[src/coe_pkg.sv]
// Shared types and constants of the cyclic order closure engine.
// Used by the controller, the datapath and the checker. No dependencies.
`timescale 1ns / 1ps
`default_nettype none
package coe_pkg;

    // Result codes
    localparam logic [1:0] ST_OK       = 2'd0;
    localparam logic [1:0] ST_CONFLICT = 2'd1;
    localparam logic [1:0] ST_BAD      = 2'd2;

    // Which oriented triple drives the store read address
    typedef enum logic [2:0] {
        SEL_PORT = 3'd0,   // (a,b,c) straight from the input word
        SEL_ACB  = 3'd1,   // partner of the latched input triple
        SEL_IJK  = 3'd2,
        SEL_IKL  = 3'd3,
        SEL_IJL  = 3'd4,
        SEL_ILJ  = 3'd5
    } t_sel;

    // Loop counter advance request
    typedef enum logic [1:0] {
        ADV_NONE = 2'd0,
        ADV_L    = 2'd1,
        ADV_J    = 2'd2,
        ADV_K    = 2'd3
    } t_adv;

    // Controller to datapath
    typedef struct packed {
        logic clr_we;     // write zero at the clear pointer, then step it
        logic mark_we;    // write one at the address read in the last cycle
        logic latch_in;   // capture the input lines
        logic loop_init;  // i = k = j = 0
        logic l_init;     // l = 0
        t_adv adv;
        t_sel sel;
    } t_cmd;

    // Datapath to controller
    typedef struct packed {
        logic rd_bit;     // store bit read in the previous cycle
        logic bad;        // input word has bad operands
        logic k_eq_i;
        logic j_skip;     // j equals i or k
        logic l_skip;     // l equals i, k or j
        logic i_last;
        logic k_last;
        logic j_last;
        logic l_last;
        logic clr_last;
    } t_stat;

endpackage
`default_nettype wire

[src/coe_ctrl.sv]
// Controller: sequences clear sweep, set items and the closure pass; owns
// the result register. Depends on coe_pkg.
`timescale 1ns / 1ps
`default_nettype none
module coe_ctrl (
    input  wire logic          i_clk,
    input  wire logic          i_rst_n,
    input  wire logic          i_valid,
    output logic               o_ready,
    input  wire logic          i_kind,
    output logic               o_valid,
    input  wire logic          i_ready,
    output logic [1:0]         o_status,
    input  wire coe_pkg::t_stat i_stat,
    output coe_pkg::t_cmd      o_cmd
);

    typedef enum logic [10:0] {
        ST_CLEAR    = 11'b000_0000_0001,
        ST_IDLE     = 11'b000_0000_0010,
        ST_SET_CHK  = 11'b000_0000_0100,
        ST_SET_PAR  = 11'b000_0000_1000,
        ST_CL_IJK   = 11'b000_0001_0000,
        ST_CL_IJK_W = 11'b000_0010_0000,
        ST_CL_L     = 11'b000_0100_0000,
        ST_CL_L_W   = 11'b000_1000_0000,
        ST_CL_M1    = 11'b001_0000_0000,
        ST_CL_M2    = 11'b010_0000_0000,
        ST_DONE     = 11'b100_0000_0000
    } t_state;

    t_state     r_state, n_state;
    logic       r_ov, n_ov;
    logic [1:0] r_status, n_status;
    logic [1:0] r_hold, n_hold;
    logic       fin;
    logic [1:0] fin_status;
    logic       accept;
    logic       out_free;
    logic       load;
    logic [1:0] load_val;
    logic       end_k, end_j, end_l;
    logic       step_l;

    assign o_ready  = (r_state == ST_IDLE);
    assign accept   = i_valid && o_ready;
    assign out_free = !r_ov || i_ready;
    assign end_k    = i_stat.i_last && i_stat.k_last;
    assign end_j    = end_k && i_stat.j_last;
    assign end_l    = end_j && i_stat.l_last;

    // next state and commands
    always_comb begin
        n_state    = r_state;
        o_cmd      = '0;
        o_cmd.adv  = coe_pkg::ADV_NONE;
        o_cmd.sel  = coe_pkg::SEL_PORT;
        fin        = 1'b0;
        fin_status = coe_pkg::ST_OK;
        step_l     = 1'b0;
        case (r_state)
            ST_CLEAR: begin
                o_cmd.clr_we = 1'b1;
                if (i_stat.clr_last) begin
                    n_state = ST_IDLE;
                end
            end
            ST_IDLE: begin
                o_cmd.latch_in = accept;
                o_cmd.loop_init = 1'b1;
                if (accept) begin
                    if (i_kind) begin
                        n_state = ST_CL_IJK;
                    end else if (i_stat.bad) begin
                        fin        = 1'b1;
                        fin_status = coe_pkg::ST_BAD;
                    end else begin
                        n_state = ST_SET_CHK;
                    end
                end
            end
            ST_SET_CHK: begin
                if (i_stat.rd_bit) begin
                    fin = 1'b1;
                end else begin
                    o_cmd.mark_we = 1'b1;
                    o_cmd.sel     = coe_pkg::SEL_ACB;
                    n_state       = ST_SET_PAR;
                end
            end
            ST_SET_PAR: begin
                fin        = 1'b1;
                fin_status = i_stat.rd_bit ? coe_pkg::ST_CONFLICT : coe_pkg::ST_OK;
            end
            ST_CL_IJK: begin
                if (i_stat.k_eq_i) begin
                    o_cmd.adv = coe_pkg::ADV_K;
                    fin       = end_k;
                end else if (i_stat.j_skip) begin
                    o_cmd.adv = coe_pkg::ADV_J;
                    fin       = end_j;
                end else begin
                    o_cmd.sel = coe_pkg::SEL_IJK;
                    n_state   = ST_CL_IJK_W;
                end
            end
            ST_CL_IJK_W: begin
                if (i_stat.rd_bit) begin
                    o_cmd.l_init = 1'b1;
                    n_state      = ST_CL_L;
                end else begin
                    o_cmd.adv = coe_pkg::ADV_J;
                    fin       = end_j;
                    n_state   = ST_CL_IJK;
                end
            end
            ST_CL_L: begin
                if (i_stat.l_skip) begin
                    step_l = 1'b1;
                end else begin
                    o_cmd.sel = coe_pkg::SEL_IKL;
                    n_state   = ST_CL_L_W;
                end
            end
            ST_CL_L_W: begin
                if (i_stat.rd_bit) begin
                    o_cmd.sel = coe_pkg::SEL_IJL;
                    n_state   = ST_CL_M1;
                end else begin
                    step_l = 1'b1;
                end
            end
            ST_CL_M1: begin
                if (i_stat.rd_bit) begin
                    step_l = 1'b1;
                end else begin
                    o_cmd.mark_we = 1'b1;
                    o_cmd.sel     = coe_pkg::SEL_ILJ;
                    n_state       = ST_CL_M2;
                end
            end
            ST_CL_M2: begin
                if (i_stat.rd_bit) begin
                    fin        = 1'b1;
                    fin_status = coe_pkg::ST_CONFLICT;
                end else begin
                    step_l = 1'b1;
                end
            end
            ST_DONE: begin
                if (out_free) begin
                    n_state = ST_IDLE;
                end
            end
            default: begin
                n_state = ST_IDLE;
            end
        endcase

        // advance the inner loop; back to j when l wraps
        if (step_l) begin
            o_cmd.adv = coe_pkg::ADV_L;
            fin       = end_l;
            n_state   = i_stat.l_last ? ST_CL_IJK : ST_CL_L;
        end

        if (fin) begin
            n_state = out_free ? ST_IDLE : ST_DONE;
        end
    end

    // result register; a finished word waits in r_hold while the slot is full
    always_comb begin
        load     = (fin && out_free) || ((r_state == ST_DONE) && out_free);
        load_val = fin ? fin_status : r_hold;
        n_hold   = fin ? fin_status : r_hold;
        n_ov     = (r_ov && !i_ready) || load;
        n_status = load ? load_val : r_status;
    end

    always_ff @(posedge i_clk) begin
        if (!i_rst_n) begin
            r_state <= ST_CLEAR;
            r_ov    <= 1'b0;
        end else begin
            r_state <= n_state;
            r_ov    <= n_ov;
        end
    end

    always_ff @(posedge i_clk) begin
        r_status <= n_status;
        r_hold   <= n_hold;
    end

    assign o_valid  = r_ov;
    assign o_status = r_status;

endmodule
`default_nettype wire

[config.mk]
export PLATFORM = sky130hd
export DESIGN_NAME = coe_ctrl
export DESIGN_NICKNAME = d
export VERILOG_FILES = /design/src/coe_pkg.sv /design/src/coe_ctrl.sv
export SDC_FILE = /design/constraint.sdc
export NUM_CORES = 1
export LEC_CHECK = 0
export BUFFER_PORTS_ARGS = -buffer_cell sky130_fd_sc_hd__buf_2
export CELL_PAD_IN_SITES_DETAIL_PLACEMENT = 1
export CELL_PAD_IN_SITES_GLOBAL_PLACEMENT = 1
export CORE_MARGIN = 2
export CORE_UTILIZATION = 40
export CTS_CLUSTER_DIAMETER = 80
export CTS_CLUSTER_SIZE = 16
export DETAILED_ROUTE_END_ITERATION = 8
export GPL_TIMING_DRIVEN = 0
export PLACE_DENSITY_LB_ADDON = 0.1
export SLEW_MARGIN = 10
export SYNTH_ARGS = -nofsm -noshare
export SYNTH_HDL_FRONTEND = slang
export SYNTH_SLANG_ARGS = --single-unit
[constraint.sdc]
create_clock -name i_clk -period 6.08 [get_ports i_clk]
set_clock_uncertainty 0.05 [all_clocks]
set_input_delay 1.216 -clock i_clk [delete_from_list [all_inputs] [get_ports i_clk]]
set_output_delay 1.216 -clock i_clk [all_outputs]
set_load 0.02 [all_outputs]
==> reports/qor.txt, run 1 <==
Status -> complete, no violations
Leakage -> 0.608 nW
Layout cells sized above 1 -> 29.3%
Post-Place Cells -> 201
Overflow after GRT -> 0
Net Switching -> 0.0839 mW
CTS Root Cell -> clkbuf_4
# DRC -> 0
Cell count after synthesis -> 142
Die ar. -> 3380 um2
Initial core utilization -> 42.2%
Total number of vias -> 1209
Largest net degree at the start of global routing -> 11
Synth Area per Inst -> 8.26 um2
Final Non-Filler Cells -> 205
Clock tree from TritonCTS -> built
GRT Resource Usage Total -> 22.4%
First-pass iteration count of the detailed router -> 4
Register area -> 340 um2
RSZ-0062 raised after global routing -> no
Slew headroom -> 55.5%
CP arrival -> 2360 ps
Synth top area share -> 23.9%
Internal cell power -> 0.168 mW
Final critical-path share of the clock period -> 59.6%
PD cells -> 183 nW/um2
Hold Path Class -> flop to flop
Worst-path clk slew -> 100 ps
Sink Count -> 16
Peak supply drop -> 0.130 mV
Clk network pwr share -> 24.6%
Hold Vio Cnt, Final -> 0
Number of synthesized register bits -> 16
Layout Cell Area excl Fill -> 1380 um2
Multi-input logic area -> 773 um2
Synth area leaders -> dfxtp_1 (24%), edfxtp_1 (5.1%), nand2_1 (4.8%), nor2_1 (4.8%), nor3b_1 (3.8%)
Cts hold-fix bufs -> 0
Clock tree buffer depth -> 2
Fmax -> 0.276 GHz
# diodes -> 0
Seq pwr share -> 47.4%
Crit Path Category -> input pin to output port
Final GP Congestion -> 0.821
Core footprint -> 2780 um2
DRT antenna net count -> 0
Placement Cell Area -> 1350 um2
DRT iter0 DRCs -> 51
Sequential area share after synthesis -> 29.0%
Vias in the first global route -> 1154
WP data required -> 4810 ps
Die height -> 58.1 um
Die width -> 58.1 um
Commonest cells post-synth -> nand2_1 (15), nor2_1 (15), dfxtp_1 (14)
First-pass GRT wire length -> 5740 um
Number of synthesized flops with an enable pin -> 2
Fin util -> 49.5%
Synth Net Count -> 157
Count of cell types in the netlist -> 48
Gates resized, CTS repair -> 0
I/O Buffers -> 28
HPWL after DPL -> 2690 um
Post-synthesis cell area -> 1170 um2
Placement Rows -> 19
Combinational Power Share -> 28.0%
Fillcell total -> 359
Nets -> 190
TNS Setup -> 0 ps
CP Max Fanout -> 10
Worst setup EP type -> output port
Switching part of the total -> 33.3%
Initial antenna violation count -> 0
Post-synth top area cell -> dfxtp_1
H-Tree Depth -> 1
Top_reg_cell synth -> dfxtp_1
Max-slew violation count -> 0
Final worst path period need -> 3620 ps
Routed wire per std cell -> 16.4 um
# setup viols final -> 0
Worst-Skew Late Latency -> 300 ps
Actual slew at the worst max-slew pin -> 668 ps
Setup bufs post-CTS -> 0
Final wirelength -> 3370 um
Vias/cell -> 5.90
Synth-to-layout area growth -> 17.5%
Crit path launch type -> input pin
Ys async rst share -> 0%
TritonCTS buffer count -> 3
Num ports -> 29
Overall power -> 0.252 mW
Max cap viols -> 0
Syn. warnings -> 0
[final timing paths]
kind	start	to	slack, ps	depth (start not counted)
worst min register to register	r_hold[0]	r_hold[0]	420	2
worst min-delay path	r_hold[0]	r_hold[0]	420	2
worst max-delay path	i_stat[9]	o_cmd[3]	2460	7
worst max register to register	r_state[3]	o_status[1]	3600	6
[power by group through the flow]
stage          combinational [mW]  clock, mW  sequential, mW
2_1_floorplan              0.0499          0           0.122
5_1_grt                    0.0780     0.0694           0.121
4_1_cts                    0.0709     0.0643           0.120
6_report                   0.0707     0.0619           0.120
3_5_place_dp               0.0706          0           0.122
3_3_place_gp               0.0693          0           0.122
[routing by layer]
layer / share of wire, % / track usage (%)
met5: 0 / 0
met4: 0.95 / 6.98
met3: 2.7 / 2.68
met2: 48 / 34.6
met1: 48 / 32.4
[critical path, cell delays in order]
cell	delay, ps
buf_2	90
buf_2	210
nor3b_1	70
o2111ai_1	290
o31a_1	260
nand2_1	60
buf_2	150
[kinds of logic (layout without fill, tap and decap cells)]
| group | after synthesis | in the layout | synth area share [%] |
|---|---|---|---|
| AND/OR/NAND/NOR | 80 | 80 | 42.8 |
| buffers and inverters | 12 | 44 | 5.02 |
| AO/OA/AOI/OAI | 32 | 32 | 21.7 |
| flip-flops | 16 | 16 | 29.0 |
| XOR/XNOR | 2 | 2 | 1.49 |
[layout make-up]
cell class / count / area share, %
Sequential cell: 16 / 24.7
Buffer: 7 / 2.91
Timing Repair Buffer: 28 / 10.2
Inverter: 5 / 1.36
Clock buffer: 3 / 1.63
Multi-Input combinational cell: 114 / 56.1
Clock inverter: 1 / 0.272
Tap cell: 31 / 2.82
[sequential cells by signal, indices dropped and copies added (netlist names)]
name	flops
r_state	11
o_status	2
r_hold	2
o_valid	1
[cells in the final DEF (no fill, tap or decap), types with 4 or more instances in the layout]
cell / instances
a21oi_1: 4
buf_2: 33
dfxtp_1: 14
inv_1: 5
nand2_1: 15
nand2b_1: 5
nor2_1: 15
nor3_1: 6
nor3b_1: 6
o21ai_1: 4
[per-stage QoR]
step	hold slack, ps	worst slack (ps)
2_1_floorplan	363	2780
3_3_place_gp	388	2500
3_5_place_dp	406	2480
4_1_cts	428	2470
5_1_grt	463	2250
6_report	423	2460
Power figures use the tool's default switching activity.
==> inputs of run 2 (changes only) <==
--- a/config.mk
+++ b/config.mk
@@ -5,11 +5,12 @@
 export SDC_FILE = /design/constraint.sdc
 export NUM_CORES = 1
 export LEC_CHECK = 0
+export ABC_AREA = 1
 export BUFFER_PORTS_ARGS = -buffer_cell sky130_fd_sc_hd__buf_2
 export CELL_PAD_IN_SITES_DETAIL_PLACEMENT = 1
 export CELL_PAD_IN_SITES_GLOBAL_PLACEMENT = 1
 export CORE_MARGIN = 2
-export CORE_UTILIZATION = 40
+export CORE_UTILIZATION = 36
 export CTS_CLUSTER_DIAMETER = 80
 export CTS_CLUSTER_SIZE = 16
 export DETAILED_ROUTE_END_ITERATION = 8
==> constraint.sdc (replaced) <==
create_clock -name i_clk -period 3.4 [get_ports i_clk]
set_clock_uncertainty 0.05 [all_clocks]
set_input_delay 0.68 -clock i_clk [delete_from_list [all_inputs] [get_ports i_clk]]
set_output_delay 0.68 -clock i_clk [all_outputs]
set_load 0.02 [all_outputs]
==> run 2 against run 1 <==
  * Non-clock buffer count down 6
  * Sequential power is 100% higher
  * Largest power group is now combinational cells
  * Critical endpoint is now o_cmd[0]
  * Global-route usage fell by 2.1 points
  * Critical path type is now flop to output port
  * Highest routed layer unchanged
  * Clock power rose by 73%
  * Synthesized cell count is 31% higher
  * Cell area is 2.5% higher
==> reports/qor.txt, run 2 <==
Cell count after synthesis -> 186 (was 142)
Actual slew at the worst max-slew pin -> 405 ps (was 668 ps)
# setup viols final -> 0 (unchanged)
Nets -> 234 (was 190)
Post-synth top area cell -> dfxtp_1 (unchanged)
Commonest cells post-synth -> nand2_1 (49), nor2_1 (27), inv_1 (26) (was nand2_1 (15), nor2_1 (15), dfxtp_1 (14))
DRT antenna net count -> 0 (unchanged)
I/O Buffers -> 28 (unchanged)
Peak supply drop -> 0.265 mV (was 0.130 mV)
Clock tree buffer depth -> 2 (unchanged)
Final wirelength -> 3470 um (was 3370 um)
# DRC -> 0 (unchanged)
First-pass iteration count of the detailed router -> 4 (unchanged)
Worst-path clk slew -> 90 ps (was 100 ps)
WP data required -> 2670 ps (was 4810 ps)
CTS Root Cell -> clkbuf_4 (unchanged)
Placement Cell Area -> 1390 um2 (was 1350 um2)
Most common cell after layout, fill and taps aside -> nand2_1 (was buf_2)
H-Tree Depth -> 1 (unchanged)
Leakage -> 0.758 nW (was 0.608 nW)
Hold Vio Cnt, Final -> 0 (unchanged)
TNS Setup -> 0 ps (unchanged)
Slew headroom -> 72.8% (was 55.5%)
Gates resized, CTS repair -> 0 (unchanged)
HPWL after DPL -> 2900 um (was 2690 um)
Layout Cell Area excl Fill -> 1410 um2 (was 1380 um2)
Biggest register -> r_state (unchanged)
Final critical-path share of the clock period -> 74.3%
RSZ-0062 raised after global routing -> no (unchanged)
Fin util -> 45.5% (was 49.5%)
CP Max Fanout -> 5 (was 10)
Total number of vias -> 1280 (was 1209)
Initial core utilization -> 38.4% (was 42.2%)
First-pass GRT wire length -> 5680 um (was 5740 um)
Most frequent cells in the layout -> nand2_1 (49), buf_2 (28), nor2_1 (27) (was buf_2 (33), nand2_1 (15), nor2_1 (15))
Die width -> 61.5 um (was 58.1 um)
Cts hold-fix bufs -> 0 (unchanged)
Worst-Skew Late Latency -> 290 ps (was 300 ps)
Slowest stage delay, CP -> 340 ps (was 290 ps)
Layout cells sized above 1 -> 30.7% (was 29.3%)
Status -> complete, no violations (unchanged)
Vias in the first global route -> 1287 (was 1154)
Post-synthesis cell area -> 1190 um2 (was 1170 um2)
Ys async rst share -> 0% (unchanged)
Max-slew violation count -> 0 (unchanged)
Fmax -> 0.396 GHz
Largest net degree at the start of global routing -> 10 (was 11)
Sink Count -> 16 (unchanged)
Placement Rows -> 20 (was 19)
Overflow after GRT -> 0 (unchanged)
Clock tree from TritonCTS -> built (unchanged)
Syn. warnings -> 0 (unchanged)
Die ar. -> 3780 um2 (was 3380 um2)
PD cells -> 543 nW/um2 (was 183 nW/um2)
Count of cell types in the netlist -> 26 (was 48)
GRT Resource Usage Total -> 20.3% (was 22.4%)
Die height -> 61.5 um (was 58.1 um)
Number of synthesized flops with an enable pin -> 2 (unchanged)
CP arrival -> 1800 ps (was 2360 ps)
Synth Area per Inst -> 6.40 um2 (was 8.26 um2)
Synth area leaders -> dfxtp_1 (24%), nand2_1 (15%), nor2_1 (8.5%), inv_1 (8.2%), nand2_2 (5.8%) (was dfxtp_1 (24%), edfxtp_1 (5.1%), nand2_1 (4.8%), nor2_1 (4.8%), nor3b_1 (3.8%))
Synth top area share -> 23.5% (was 23.9%)
Synth-to-layout area growth -> 18.6% (was 17.5%)
Setup bufs post-CTS -> 0 (unchanged)
Max FFs per register -> 11 (unchanged)
Vias/cell -> 4.89 (was 5.90)
Number of synthesized register bits -> 16 (unchanged)
Crit Path Category -> flop to output port (was input pin to output port)
Final GP Congestion -> 0.834 (was 0.821)
Routed wire per std cell -> 13.2 um (was 16.4 um)
Crit path launch type -> flop (was input pin)
Crit-path slowest cell -> dfxtp_1 (was o2111ai_1)
Hold Path Class -> flop to flop (unchanged)
Num ports -> 29 (unchanged)
Top-count cell post-synth -> nand2_1
Max cap viols -> 0 (unchanged)
Synth Net Count -> 201 (was 157)
Top_reg_cell synth -> dfxtp_1 (unchanged)
# diodes -> 0 (unchanged)
Fillcell total -> 454 (was 359)
DRT iter0 DRCs -> 34 (was 51)
Core footprint -> 3100 um2 (was 2780 um2)
Worst setup EP type -> output port (unchanged)
CP Cell Sequence -> nor2_2 -> nand2_4 -> nor2_4 -> nand2_1 -> or2_2 -> o21ai_0 -> buf_2 (was buf_2 -> buf_2 -> nor3b_1 -> o2111ai_1 -> o31a_1 -> nand2_1 -> buf_2)
Sequential area share after synthesis -> 28.6% (was 29.0%)
TritonCTS buffer count -> 3 (unchanged)
Final worst path period need -> 2530 ps
WHS -> 427 ps (was 423 ps)
Initial antenna violation count -> 0 (unchanged)
==> run 2: cell count changes in the layout (fill, tap and decap cells not counted), moves of 4 or more <==
cell / delta
buf_2: -5
inv_1: +21
inv_2: +4
nand2_1: +34
nand2_2: +11
nand2b_1: -5
nand3_1: +7
nor2_1: +12
nor2_2: +6
nor2_4: +5
nor3b_1: -6
o21ai_0: +5
==> run 2: critical path, delay by kind of cell, from the launching register on <==
kind / cells / cell delay (ps)
AOI/OAI and AO/OA: 1 / 70
buffers and inverters: 1 / 190
DFF: 1 / 340
and+or+nand+nor: 5 / 910
==> run 2: area by class of cell <==
| cell class | instances | area, um2 | share of cell area, % |
|---|---|---|---|
| inverters | 30 | 113 | 7.97 |
| well taps | 44 | 55.1 | 3.90 |
| repair buffers | 28 | 140 | 9.92 |
| clock buffers | 3 | 22.5 | 1.59 |
| plain buffers | 1 | 7.51 | 0.531 |
| multi-input cells | 139 | 731 | 51.7 |
| flip-flops and latches | 16 | 340 | 24.1 |
| clock inverters | 1 | 3.75 | 0.266 |
==> run 2: final timing paths <==
check	startpoint	end	slack [ps]	depth (start not counted)
min	r_hold[1]	r_hold[1]	430	2
max reg2reg	r_state[0]	o_status[1]	1390	13
min reg2reg	r_hold[1]	r_hold[1]	430	2
max	r_state[0]	o_cmd[0]	870	7
==> run 2: per-layer routing <==
layer / vias to the layer above / global-route usage [%] / wire length (um)
li1: 647 / - / -
met1: 603 / 25.0 / 1540
met2: 25 / 36.4 / 1730
met3: 5 / 2.94 / 160
met4: 0 / 5.78 / 29
met5: - / 0 / 0
==> run 2: where the power goes <==
| group | internal [mW] | switching [mW] |
|---|---|---|
| clock | 0.0427 | 0.0639 |
| sequential | 0.221 | 0.0194 |
| combinational | 0.131 | 0.289 |
==> run 2: metrics by stage <==
step	worst slack, ps	instances	total power [mW]
floorplan	1250	186	0.553
global placement	1180	258	0.649
detailed placement	1160	258	0.666
CTS	853	262	0.775
global route	733	262	0.825
finish	874	262	0.767
==> run 2: logic make-up after synthesis <==
logic type | synth area share (%)
flip-flops | 28.6
AND/OR/NAND/NOR | 54.9
AO/OA/AOI/OAI | 6.41
buffers and inverters | 10.1
==> inputs of run 3 (changes only) <==
--- a/config.mk
+++ b/config.mk
@@ -10,7 +10,7 @@
 export CELL_PAD_IN_SITES_DETAIL_PLACEMENT = 1
 export CELL_PAD_IN_SITES_GLOBAL_PLACEMENT = 1
 export CORE_MARGIN = 2
-export CORE_UTILIZATION = 36
+export CORE_UTILIZATION = 32
 export CTS_CLUSTER_DIAMETER = 80
 export CTS_CLUSTER_SIZE = 16
 export DETAILED_ROUTE_END_ITERATION = 8
==> constraint.sdc (replaced) <==
create_clock -name i_clk -period 2.2 [get_ports i_clk]
set_clock_uncertainty 0.05 [all_clocks]
set_input_delay 0.44 -clock i_clk [delete_from_list [all_inputs] [get_ports i_clk]]
set_output_delay 0.44 -clock i_clk [all_outputs]
set_load 0.02 [all_outputs]
==> run 3 against run 2 <==
  * Count of clock-buffer cells in the layout did not move
  * Die area rose by 12%
  * Combinational power rose by 67%
  * Highest routed layer unchanged
  * Global-route usage fell by 2.4 points
  * Sequential share of layout area fell by 1.7 points
  * Power rose by 73%
  * Wire length rose by 5.8%
  * Utilization fell by 2.6 points
  * Critical endpoint is now o_cmd[6]
  * Via count rose by 0.23%
==> reports/qor.txt, run 3 (synthesis results as in run 2) <==
Die width -> 65.0 um (was 61.5 um)
Final worst path period need -> 2130 ps
Final worst setup slack -> 68.4 ps (was 874 ps)
WHS -> 376 ps (was 427 ps)
Largest net degree at the start of global routing -> 10 (unchanged)
CTS Root Cell -> clkbuf_8 (was clkbuf_4)
Placement Rows -> 22 (was 20)
Fillcell total -> 499 (was 454)
Register area -> 347 um2 (was 340 um2)
Die height -> 65.0 um (was 61.5 um)
Worst setup EP type -> output port (unchanged)
TNS Setup -> 0 ps (unchanged)
Most frequent cells in the layout -> nand2_1 (48), inv_1 (26), nor2_1 (26), buf_2 (26), buf_4 (11) (was nand2_1 (49), buf_2 (28), nor2_1 (27))
H-Tree Depth -> 1 (unchanged)
FF-to-FF setup slack -> 210 ps (was 1390 ps)
Actual slew at the worst max-slew pin -> 385 ps (was 405 ps)
Layout cells sized above 1 -> 36.7% (was 30.7%)
Hold Vio Cnt, Final -> 0 (unchanged)
GRT Resource Usage Total -> 17.9% (was 20.3%)
Biggest register -> r_state (unchanged)
Leakage -> 0.822 nW (was 0.758 nW)
Clock tree buffer depth -> 2 (unchanged)
Num ports -> 29 (unchanged)
Final wirelength -> 3670 um (was 3470 um)
Vias/cell -> 4.68 (was 4.89)
# diodes -> 0 (unchanged)
Final critical-path share of the clock period -> 96.9%
Worst-path clk slew -> 70 ps (was 90 ps)
Final GP Congestion -> 0.849 (was 0.834)
Fmax -> 0.469 GHz
CP Max Fanout -> 5 (unchanged)
DRT antenna net count -> 0 (unchanged)
Total number of vias -> 1283 (was 1280)
Max cap viols -> 0 (unchanged)
Nets -> 242 (was 234)
Post-Place Cells -> 262 (was 258)
PD cells -> 857 nW/um2 (was 543 nW/um2)
Max-slew violation count -> 0 (unchanged)
Place WS -> 195 ps (was 1160 ps)
Multi-input logic area -> 771 um2 (was 731 um2)
DRT iter0 DRCs -> 72 (was 34)
Final Non-Filler Cells -> 274 (was 262)
Peak supply drop -> 0.330 mV (was 0.265 mV)
Clock tree from TritonCTS -> built (unchanged)
Max FFs per register -> 11 (unchanged)
Overflow after GRT -> 0 (unchanged)
Synth-to-layout area growth -> 29.9% (was 18.6%)
Cts hold-fix bufs -> 0 (unchanged)
R2R cell count -> 12 (was 13)
Crit path launch type -> flop (unchanged)
Status -> complete, no violations (unchanged)
First-pass GRT wire length -> 5750 um (was 5680 um)
Routed wire per std cell -> 13.4 um (was 13.2 um)
CP arrival -> 1640 ps (was 1800 ps)
Die ar. -> 4230 um2 (was 3780 um2)
I/O Buffers -> 28 (unchanged)
# DRC -> 0 (unchanged)
Vias in the first global route -> 1277 (was 1287)
Worst-Skew Late Latency -> 250 ps (was 290 ps)
First-pass iteration count of the detailed router -> 4 (unchanged)
Hold Path Class -> input pin to flop (was flop to flop)
Initial core utilization -> 33.0% (was 38.4%)
Most common cell after layout, fill and taps aside -> nand2_1 (unchanged)
Hold depth -> 2 (unchanged)
Slew headroom -> 74.2% (was 72.8%)
WP data required -> 1710 ps (was 2670 ps)
HPWL after DPL -> 2860 um (was 2900 um)
TritonCTS buffer count -> 3 (unchanged)
Sink Count -> 16 (unchanged)
Overall power -> 1.33 mW (was 0.767 mW)
Initial antenna violation count -> 0 (unchanged)
# setup viols final -> 0 (unchanged)
Core footprint -> 3610 um2 (was 3100 um2)
Crit Path Category -> flop to output port (unchanged)
## run 3: cell types whose count changed in the layout (fill, tap and decap cells not counted), moves of 2 or more
cell	delta
buf_2	-2
buf_4	+10
clkbuf_4	-3
clkbuf_8	+3
dfxtp_1	-5
dfxtp_2	+5
nand2_4	+2
nor2_2	-3
nor2_4	+4
## run 3: worst max-delay path: stages (launching register included)
cell	delay [ps]
dfxtp_1	380
inv_1	100
nor3_1	350
nand2_2	180
inv_1	130
buf_4	110
buf_2	140
## run 3: layout make-up
type                    count  area share (%)
plain buffers               1           0.485
well taps                  48            3.88
clock buffers               3            2.67
clock inverters             1           0.243
flip-flops and latches     16            22.4
repair buffers             36            13.3
inverters                  30            7.28
multi-input cells         139            49.8
## run 3: final timing paths
kind	end	startpoint
max reg2reg	o_status[1]	r_state[1]
min reg2reg	r_hold[1]	r_hold[1]
max	o_cmd[6]	r_state[1]
min	r_state[0]	i_rst_n
## run 3: per-stage QoR
stage	area, um2	util (%)
after global placement	1390	38.6
final	1550	42.9
after detailed placement	1390	38.6
after floorplan	1190	-
after CTS	1460	40.4
after global routing	1550	42.9
## run 3: per-layer routing
layer | track usage (%) | share of wire, %
met3 | 3.82 | 3.7
met5 | 0 | 0
met1 | 21.3 | 44
met4 | 3.65 | 0.52
met2 | 32.9 | 52
## run 3: timing repair
action                     4_1_cts  5_1_grt
resized for setup                1       16
setup endpoints to repair        3        3
buffers inserted                 2        6
pin swaps                        3       11
## run 3: report_power, final
part | switching, mW | internal (mW) | total (mW)
logic | 0.457 | 0.244 | 0.700
clock network | 0.117 | 0.124 | 0.241
registers | 0.0401 | 0.345 | 0.385
